===== config.mk =====
export PLATFORM = sky130hd
export DESIGN_NAME = mvn_front
export DESIGN_NICKNAME = d
export VERILOG_FILES = /design/src/hdl/mvn_pkg.sv /design/src/hdl/mvn_front.sv
export SDC_FILE = /design/constraint.sdc
export NUM_CORES = 1
export LEC_CHECK = 0
export BUFFER_PORTS_ARGS = -buffer_cell sky130_fd_sc_hd__buf_2
export CORE_MARGIN = 5
export CORE_UTILIZATION = 35
export CTS_BUF_LIST = sky130_fd_sc_hd__clkbuf_16
export DETAILED_ROUTE_END_ITERATION = 8
export SYNTH_ARGS = -nofsm -noshare
export SYNTH_HDL_FRONTEND = slang
export SYNTH_SLANG_ARGS = --single-unit

===== constraint.sdc =====
create_clock -name clk -period 18.5 [get_ports clk]
set_input_delay 2.775 -clock clk [delete_from_list [all_inputs] [get_ports clk]]
set_output_delay 2.775 -clock clk [all_outputs]
set_load 0.01 [all_outputs]

===== src/hdl/mvn_pkg.sv =====
// Shared types and constants of the mesh vertex normal unit.
// No dependencies; every other file refers to this package by scoped names.
package mvn_pkg;

	localparam int IDX_W = 10;
	localparam int POS_W = 32;
	localparam int NRM_W = 16;
	localparam int SUM_W = 24;
	localparam int DIF_W = 33;
	localparam int RED_W = 31;
	localparam int CRS_W = 64;
	localparam int QUO_W = 15;
	localparam int DIV_W = 47;
	localparam int UNIT_SH = 14;
	localparam int DEF_MAX_VERTICES = 1024;

	localparam int QUEUE_DEPTH = 2;
	localparam int QPTR_W = $clog2(QUEUE_DEPTH);
	localparam int QCNT_W = $clog2(QUEUE_DEPTH + 1);

	localparam logic [SUM_W-1:0] SUM_MAX = 24'h7FFFFF;
	localparam logic [SUM_W-1:0] SUM_MIN = 24'h800000;

	localparam logic [1:0] CMD_WRITE = 2'd0;
	localparam logic [1:0] CMD_FACE  = 2'd1;
	localparam logic [1:0] CMD_READ  = 2'd2;

	typedef enum logic [1:0] {
		OP_WRITE,
		OP_FACE,
		OP_READ,
		OP_READ_OOR
	} op_t;

	typedef enum logic [3:0] {
		BK_CLEAR,
		BK_IDLE,
		BK_FA,
		BK_FB,
		BK_FC,
		BK_SHIFT,
		BK_MUL,
		BK_NGO,
		BK_NF,
		BK_ACC_RD,
		BK_ACC_WR,
		BK_RS,
		BK_RN,
		BK_OUT
	} bk_state_t;

	typedef enum logic [2:0] {
		NM_IDLE,
		NM_SHIFT,
		NM_SQ,
		NM_SQRT,
		NM_DINIT,
		NM_DIV
	} nm_state_t;

	typedef struct packed {
		logic [1:0]              cmd;
		logic [IDX_W-1:0]        vertex_index;
		logic signed [POS_W-1:0] pos_x;
		logic signed [POS_W-1:0] pos_y;
		logic signed [POS_W-1:0] pos_z;
		logic [IDX_W-1:0]        corner_a;
		logic [IDX_W-1:0]        corner_b;
		logic [IDX_W-1:0]        corner_c;
	} req_t;

	typedef struct packed {
		logic [IDX_W-1:0]        out_index;
		logic signed [NRM_W-1:0] normal_x;
		logic signed [NRM_W-1:0] normal_y;
		logic signed [NRM_W-1:0] normal_z;
		logic                    zero_normal;
	} rsp_t;

	typedef struct packed {
		op_t              op;
		logic [IDX_W-1:0] idx;
		logic [POS_W-1:0] px;
		logic [POS_W-1:0] py;
		logic [POS_W-1:0] pz;
		logic [IDX_W-1:0] ca;
		logic [IDX_W-1:0] cb;
		logic [IDX_W-1:0] cc;
	} qent_t;

	typedef struct packed {
		logic  valid;
		qent_t ent;
	} fr_head_t;

	typedef struct packed {
		logic clearing;
		logic pop;
	} bk_ctl_t;

endpackage


===== src/hdl/mvn_front.sv =====
// Front end: takes requests, classifies them and queues the ones with work.
// Depends on mvn_pkg.
module mvn_front #(
	parameter int MAX_VERTICES = mvn_pkg::DEF_MAX_VERTICES
) (
	input  logic               clk,
	input  logic               arst_n,
	input  logic               req_valid,
	output logic               req_ready,
	input  mvn_pkg::req_t      req,
	output mvn_pkg::fr_head_t  head,
	input  mvn_pkg::bk_ctl_t   ctl
);

	localparam int QD = mvn_pkg::QUEUE_DEPTH;
	localparam int PW = mvn_pkg::QPTR_W;
	localparam int CW = mvn_pkg::QCNT_W;

	mvn_pkg::qent_t q_mem [QD];
	logic [PW-1:0]  wp_q, rp_q;
	logic [CW-1:0]  cnt_q;

	mvn_pkg::qent_t ent;
	logic           keep, push, pop, idx_ok, corners_ok;

	always_comb begin
		idx_ok     = 32'(req.vertex_index) < MAX_VERTICES;
		corners_ok = (32'(req.corner_a) < MAX_VERTICES) && (32'(req.corner_b) < MAX_VERTICES)
			&& (32'(req.corner_c) < MAX_VERTICES);
		ent.idx = req.vertex_index;
		ent.px  = req.pos_x;
		ent.py  = req.pos_y;
		ent.pz  = req.pos_z;
		ent.ca  = req.corner_a;
		ent.cb  = req.corner_b;
		ent.cc  = req.corner_c;
		ent.op  = mvn_pkg::OP_WRITE;
		keep    = 1'b0;
		case (req.cmd)
			mvn_pkg::CMD_WRITE: begin
				keep = idx_ok;
			end
			mvn_pkg::CMD_FACE: begin
				keep   = corners_ok;
				ent.op = mvn_pkg::OP_FACE;
			end
			mvn_pkg::CMD_READ: begin
				keep   = 1'b1;
				ent.op = idx_ok ? mvn_pkg::OP_READ : mvn_pkg::OP_READ_OOR;
			end
			default: begin
				keep = 1'b0;
			end
		endcase
	end

	assign req_ready  = (cnt_q != CW'(QD)) && !ctl.clearing;
	assign push       = req_valid && req_ready && keep;
	assign pop        = ctl.pop;
	assign head.valid = (cnt_q != '0);
	assign head.ent   = q_mem[rp_q];

	always_ff @(posedge clk) begin
		if (push) begin
			q_mem[wp_q] <= ent;
		end
	end

	always_ff @(posedge clk or negedge arst_n) begin
		if (!arst_n) begin
			wp_q  <= '0;
			rp_q  <= '0;
			cnt_q <= '0;
		end else begin
			if (push) begin
				wp_q <= (wp_q == PW'(QD - 1)) ? '0 : wp_q + 1'b1;
			end
			if (pop) begin
				rp_q <= (rp_q == PW'(QD - 1)) ? '0 : rp_q + 1'b1;
			end
			if (push && !pop) begin
				cnt_q <= cnt_q + 1'b1;
			end else if (pop && !push) begin
				cnt_q <= cnt_q - 1'b1;
			end
		end
	end

endmodule


After elaboration in Yosys (flattened, before gate mapping) --
Memories as Yosys holds them, arrays and structs flattened. Index checks and enable logic that the tools add are counted.
Word-level totals: bits in registers 4, memory bits (writable) 276, bits of input ports 143, output and inout bits 140, logic and storage cells 31, memories kept 1
Cells by class: add/subtract/negate cells 4, equality and inequality tests 3, muxes and demuxes 8, reduce and logical (&&, ||, !) cells 12
Memory list:
- q_mem | depth 2, bits a word 138, read ports 1, clocked after Yosys merged registers in 0, write ports 1, line mvn_front.sv:19 | mvn_pkg::qent_t q_mem [QD];
Operators by type and width (number):
- 1-bit logical AND | 5
- 1-bit two-way mux | 5
- 2-bit two-way mux | 2
- 2-bit case mux with 2 select lines | 1
- 2-bit nonzero test | 2
- 1-bit logical NOT | 3
- 3-bit OR reduction | 1
- 1-bit adder, second input constant | 2
- 2-bit by 1-bit adder with 2-bit output, second input constant | 1
- 2-bit by 1-bit == test with 1-bit output, second input constant | 1
- 2-bit == test, second input constant | 1
- 2-bit logical NOT | 1
- 2-bit != test, second input constant | 1
- 2-bit by 1-bit subtractor with 2-bit output, second input constant | 1

Longest topological paths before layout --
Gate-level depths: netlist of run 1.
depth in word-level cells 8, depth in mapped cells 6, mapped depth without buffers 6

Worst setup path after synthesis of run 1 --
Ideal clock, no wire load.
path type input -> register, start input port req_valid, end memory q_mem[0][0] in the netlist's numbering, enable pin, arrival time 9.312 ns, data required time 17.846 ns, slack 8.535 ns, stages on the path 3, cells stage by stage a21bo_2 -> a211oi_4 -> nor2b_1
Between the ends: word-level cells in the longest chain between the ends 4
Ends and longest elaborated chain:
- from (decl) | line mvn_front.sv:8 | input logic req_valid,
- 1-bit logical AND (2 in a row) | line mvn_front.sv:58 | assign push = req_valid && req_ready && keep;
- 1-bit two-way mux | line mvn_front.sv:64 | if (push) begin
- 1-bit two-way mux (implied by the code) | line mvn_front.sv:65 | q_mem[wp_q] <= ent;
- to (decl) | line mvn_front.sv:19
No other way between the ends.

Worst setup path in the final report of run 1 --
start input port ctl[1] in the netlist's numbering, end output port req_ready
Between the ends: word-level cells in the longest chain between the ends 2
Ends and longest elaborated chain:
- from (decl) | line mvn_front.sv:12 | input mvn_pkg::bk_ctl_t ctl
- 1-bit logical NOT | line mvn_front.sv:57 | assign req_ready = (cnt_q != CW'(QD)) && !ctl.clearing;
- 1-bit logical AND | line mvn_front.sv:57
- to (decl) | line mvn_front.sv:9 | output logic req_ready,
No other way between the ends.

==> flow_summary.yaml, run 1 <==
outcome:
  status: "finished, final reports clean"
routing:
  drc: 0
  first_iter_violations: 224
  wl_mm: 20.76
  vias: 5160
  drtAntennaViolNets: 0
  vias_per_cell: 4.444
  firstDrtPassIters: 5
  wl_per_cell_um: 17.88
worst_setup_path:
  critPathLaunchType: "input pin"
  arrival_ns: 3.13
  ff2ff_path_depth: 4
  crit_type: "in2out"
  r2r_end: "q_mem[1][133]$_DFFE_PP_"
  cp-startpoint: "ctl[1]"
  ff2ff_setup_slack_ns: 15.43
  cp_max_fo: 2
  end_kind: "primary output"
  cp.required_ns: 15.73
  r2r-start: "cnt_q[0]$_DFFE_PN0P_"
cells_and_area:
  seqCellArea_um2: 8392
  area_growth_pct: 26.02
  fill_cells: 2590
  multi_input_area_um2: 1690
  drive_above_1_share: 0.6034
  final_nets: 897
  fin_area_um2: 12880
floorplanning:
  core_area_um2: 28780
  die_area_um2: 32730
  row_count: 62
  ios: 283
  initial_core_util: 0.3553
  die_y_um: 180.9
  die_width_um: 180.9
logic_synthesis:
  synth-simple-area-share: 0.003426
  synth_top_family_by_area: "multiplexers"
  ys_seq_elements: 280
  mappedNetlistArea_um2: 10220
  synth_compound_area_frac: 0.003426
  ys_seq_area_frac: 0.8204
  synth_warnings: 0
  yosysUniqueCellTypes: 17
  synth_fa_ha_area_frac: 0.001224
  synthCells: 450
  avgSynthCellArea_um2: 22.72
  synth_xor_area_frac: 0.004283
  syn_nets: 594
  synthMuxAreaShare: 0.1520
grt:
  grt_max_degree: 73
  grt-ovfl-total: 0
  grt_antenna_before_repair: 2
  grt_pass1_wl_mm: 31.61
  grt_use_total: 0.1204
  grt_pass1_vias: 5608
sta:
  hold_ws_ns: 0.5578
  post-route-period-util: 0.3194
  max_clock_freq_mhz: 169.3
  worstMarginPinSlew_ns: 1.050
  setup_viol: 0
  finalClockSkew_ns: 0.005386
  fin_tns_setup_ns: 0
  finalHoldViolCount: 0
  fin_crit_ns: 5.908
  maxSlewViolCount: 0
  setup_ws_ns: 12.59
  rsz0062_at_grt: "no"
  maxSlewHeadroom: 0.3000
cts:
  cts_sinks: 280
  clock_path_buffers: 3
  cts_root_buf: "clkbuf_16"
  cts_post_setup_buffers_inserted: 0
  post_cts_resized: 0
  cts_buffers: 30
  cts_tree: "built"
  clock_latency_ns: 0.53
  cts.clk_slew.worst_paths_ns: 0.06
  cts-hold-fix-buffers: 0
  cts_htree_levels: 1
place:
  place_area_um2: 12010
  globalplace.congestion: 0.7236
  hpwl_mm: 13.52
  place_ws_ns: 12.60
  numPortBuffers: 282
run:
  drv_cap: 0
hold_path:
  min_from: "cnt_q[0]$_DFFE_PN0P_"
  whs_endpoint: "cnt_q[0]$_DFFE_PN0P_"
  hold_class: "reg2reg"
  holdPathStages: 1
pwr:
  power.density_nw_per_um2: 135.9
  pwr-share-seq: 0.466
  p_leak_nw: 4.748
  power.share.switching: 0.2721
  irDropWorstVdd_mv: 0.1000
  p_comb_frac: 0.236
  switchingPower_uw: 476.2
  internal-power_mw: 1.274
  pwr-share-clk: 0.298
-- worst max path at each step --
stage / end / slack (ns) / cells past startpoint
2_1_floorplan: q_mem[0][0]$_DFFE_PP_ / 8.53 / 3
3_3_place_gp: req_ready / 12.59 / 3
3_5_place_dp: req_ready / 12.60 / 3
4_1_cts: head[79] / 12.47 / 3
5_1_grt: head[77] / 12.42 / 3
6_report: req_ready / 12.59 / 3
-- final cells by class --
class | count | share of cell area
timing repair buffer | 286 | 0.1119
tap | 384 | 0.03729
antenna | 3 | 0.0005826
inverter | 2 | 0.0005826
sequential | 280 | 0.6513
clock buffer | 31 | 0.06021
clock inverter | 22 | 0.006992
multi-input combinational | 153 | 0.1312
-- registers in the layout (all words and copies together) (netlist names) --
signal / cells
cnt_q: 2
q_mem: 276
rp_q: 1
wp_q: 1
-- power groups by stage --
stage          sequential, mW  clock, mW  combinational [mW]
2_1_floorplan           0.805          0               0.305
3_3_place_gp            0.829          0               0.422
3_5_place_dp            0.832          0               0.423
4_1_cts                 0.820      0.542               0.426
5_1_grt                 0.825      0.567               0.447
6_report                0.816      0.522               0.412
-- cell usage in the layout (no fill, tap or decap), drive strengths merged --
master  netlist  final
a211oi        1      1
a21bo         1      1
a21oi         1      1
and2          1      1
buf          15    286
clkbuf        0     31
clkinv        0     16
dfrtp         4      4
diode         0      3
edfxtp      276    276
ha            1      1
inv           2      8
mux2        138    138
nor2          1      1
nor2b         3      3
or2           1      1
xnor2         1      1
xor2          4      4
-- metal layers --
| metal | GRT usage | wire length, µm | vias to the layer above |
|---|---|---|---|
| met3 | 0.04484 | 1733 | 35 |
| met1 | 0.1443 | 8196 | 2535 |
| met4 | 0.02964 | 482 | 4 |
| li1 | - | - | 2405 |
| met2 | 0.2068 | 10320 | 181 |
| met5 | 0 | 23 | - |
-- worst max-delay path, stage by stage --
cell	delay [ns]
buf_2	0.12
a21oi_1	0.10
buf_2	0.14
-- cell families (layout without fill, tap and decap cells) --
group | after synthesis | count (layout)
flops | 280 | 280
compound gates | 3 | 3
fa+ha+maj | 1 | 1
other cells | 0 | 3
simple gates | 6 | 6
mux | 138 | 138
xor+xnor | 5 | 5
buf+inv | 17 | 341
-- Yosys cell counts (all sizes together) --
cell type	number	area share
edfxtp	276	0.81
mux2	138	0.15
buf	15	0.015
dfrtp	4	0.0098
xor2	4	0.0034
nor2b	3	0.0018
inv	2	0.00073
a211oi	1	0.0020
a21bo	1	0.00098
a21oi	1	0.00049
and2	1	0.00061
ha	1	0.0012
nor2	1	0.00037
or2	1	0.00061
xnor2	1	0.00086
-- metrics by stage --
step	power, mW	util	std cells
after floorplan	1.110	-	450
after global placement	1.251	0.4174	1105
after detailed placement	1.255	0.4174	1105
after CTS	1.788	0.4474	1158
after global routing	1.839	0.4474	1158
final	1.751	0.4477	1161
Power figures use the tool's default switching activity.
==> run 2: changes to the inputs <==
clock period = 6.1 ns   (was 18.5 ns; I/O delays follow)
==> run 2 against run 1 <==
Against the previous run:
- global-route usage decreased by 0.090 points
- clock power rose to 3.2 times the previous value
- register-to-register slack got worse by 12 ns
- largest cell class unchanged
- first-iteration DRC count grew 33%
==> flow_summary.yaml, run 2 (synthesis gave the netlist of run 1 again) <==
outcome:
  status: "finished, final reports clean"
worst_setup_path:
  cpPeakStageDelay_ns: 1.12
  end_kind: "primary output"
  crit_type: "reg2out"
  cp_max_fo: 73
  arrival_ns: 2.80
  r2r-start: "cnt_q[0]$_DFFE_PN0P_"
  path_cells: "buf_4 -> mux2_2 -> buf_2"
  slowest_stage: "dfrtp_4"
  cp.required_ns: 5.18
  cp-startpoint: "rp_q$_DFFE_PN0P_"
  critPathLaunchType: "flop"
cells_and_area:
  fill_cells: 2553
  largest_reg_flops: 276
  area_growth_pct: 26.62
  mostFrequentLayoutCells: "buf_2 (282), edfxtp_1 (276), mux2_2 (138), clkbuf_16 (29), inv_1 (9)"
  reg_top3: "q_mem (276), cnt_q (2)"
  final_nets: 896
  final_common_cell: "buf_2"
  fin_area_um2: 12950
  drive_above_1_share: 0.6080
  top_register: "q_mem"
sta:
  fin_crit_ns: 3.716
  worstMarginPinSlew_ns: 1.059
  finalHoldViolCount: 0
  finalClockSkew_ns: 0.005868
  setup_ws_ns: 2.384
  post-route-period-util: 0.6092
  maxSlewHeadroom: 0.2942
  maxSlewViolCount: 0
  hold_ws_ns: 0.1847
  max_clock_freq_mhz: 269.1
  setup_viol: 0
  rsz0062_at_grt: "no"
  fin_tns_setup_ns: 0
pwr:
  switchingPower_mw: 1.434
  internal-power_mw: 3.948
  pwr-share-clk: 0.308
  pwr-share-seq: 0.461
  power.share.switching: 0.2665
  p_comb_frac: 0.230
  power.density_nw_per_um2: 415.7
  irDropWorstVdd_mv: 0.2768
  p_leak_nw: 4.773
  p_total_mw: 5.382
cts:
  cts_buffers: 29
  cts.clk_slew.worst_paths_ns: 0.06
  cts_post_setup_buffers_inserted: 0
  cts_tree: "built"
  clock_latency_ns: 0.53
  cts_root_buf: "clkbuf_16"
  post_cts_resized: 0
  clock_path_buffers: 3
  cts-hold-fix-buffers: 0
  cts_sinks: 280
  cts_htree_levels: 1
floorplanning:
  die_area_um2: 32730
  die_width_um: 180.9
  ios: 283
  die_y_um: 180.9
  initial_core_util: 0.3553
  row_count: 62
  core_area_um2: 28780
place:
  globalplace.congestion: 0.7403
  place_ws_ns: 2.898
  numPortBuffers: 282
  hpwl_mm: 13.46
  place_area_um2: 12040
routing:
  firstDrtPassIters: 4
  wl_mm: 20.55
  vias_per_cell: 4.453
  drc: 0
  wl_per_cell_um: 17.75
  first_iter_violations: 297
  vias: 5156
  drtAntennaViolNets: 0
grt:
  grt_pass1_vias: 5573
  grt_antenna_before_repair: 3
  grt_pass1_wl_mm: 31.44
  grt_max_degree: 139
  grt-ovfl-total: 0
  grt_use_total: 0.1195
run:
  drv_cap: 0
hold_path:
  hold_class: "in2async"
## run 2: metrics by stage
step,utilization,cells
floorplan,-,450
global placement,0.4182,1105
detailed placement,0.4182,1105
CTS,0.4497,1157
global route,0.4498,1158
finish,0.4498,1158
## run 2: final cells by class
| type | count | area [µm²] | share of cell area |
|---|---|---|---|
| Sequential cell | 280 | 8392 | 0.6482 |
| Multi-Input combinational cell | 153 | 1690 | 0.1306 |
| Timing Repair Buffer | 286 | 1466 | 0.1133 |
| Clock buffer | 29 | 725.7 | 0.05605 |
| Tap cell | 384 | 480.5 | 0.03711 |
| Clock inverter | 23 | 181.4 | 0.01401 |
| Inverter | 2 | 7.507 | 0.0005799 |
| Antenna cell | 1 | 2.502 | 0.0001933 |
## run 2: metal layers
| layer | up-vias | global-route usage | wire [µm] |
|---|---|---|---|
| li1 | 2402 | - | - |
| met1 | 2517 | 0.1499 | 8263 |
| met2 | 192 | 0.1951 | 9778 |
| met3 | 41 | 0.04424 | 1980 |
| met4 | 4 | 0.03509 | 509 |
| met5 | - | 0 | 21 |
## run 2: path summary, 6_finish.rpt
kind	to	slack, ns	depth (start not counted)
worst max-delay path	head[101]	2.38	3
worst min-delay path	cnt_q[1]$_DFFE_PN0P_	0.18	1
worst max register to register	q_mem[1][87]$_DFFE_PP_	3.68	4
worst min register to register	cnt_q[0]$_DFFE_PN0P_	0.53	1
max in group asynchronous	rp_q$_DFFE_PN0P_	5.78	1
min in group clk	cnt_q[0]$_DFFE_PN0P_	0.53	1
## run 2: power groups by stage
stage | Sequential (mW) | Clock, mW | Combinational [mW]
after floorplan | 2.43 | 0 | 0.925
after CTS | 2.49 | 1.72 | 1.27
final | 2.48 | 1.66 | 1.24
after global placement | 2.53 | 0 | 1.26
after detailed placement | 2.53 | 0 | 1.26
after global routing | 2.51 | 1.81 | 1.34
## run 2: worst max-delay path: cells and delay by family (launching register included)
family                 cells  cell delay [ns]
buffers and inverters      2             0.69
muxes                      1             0.40
DFF                        1             1.12
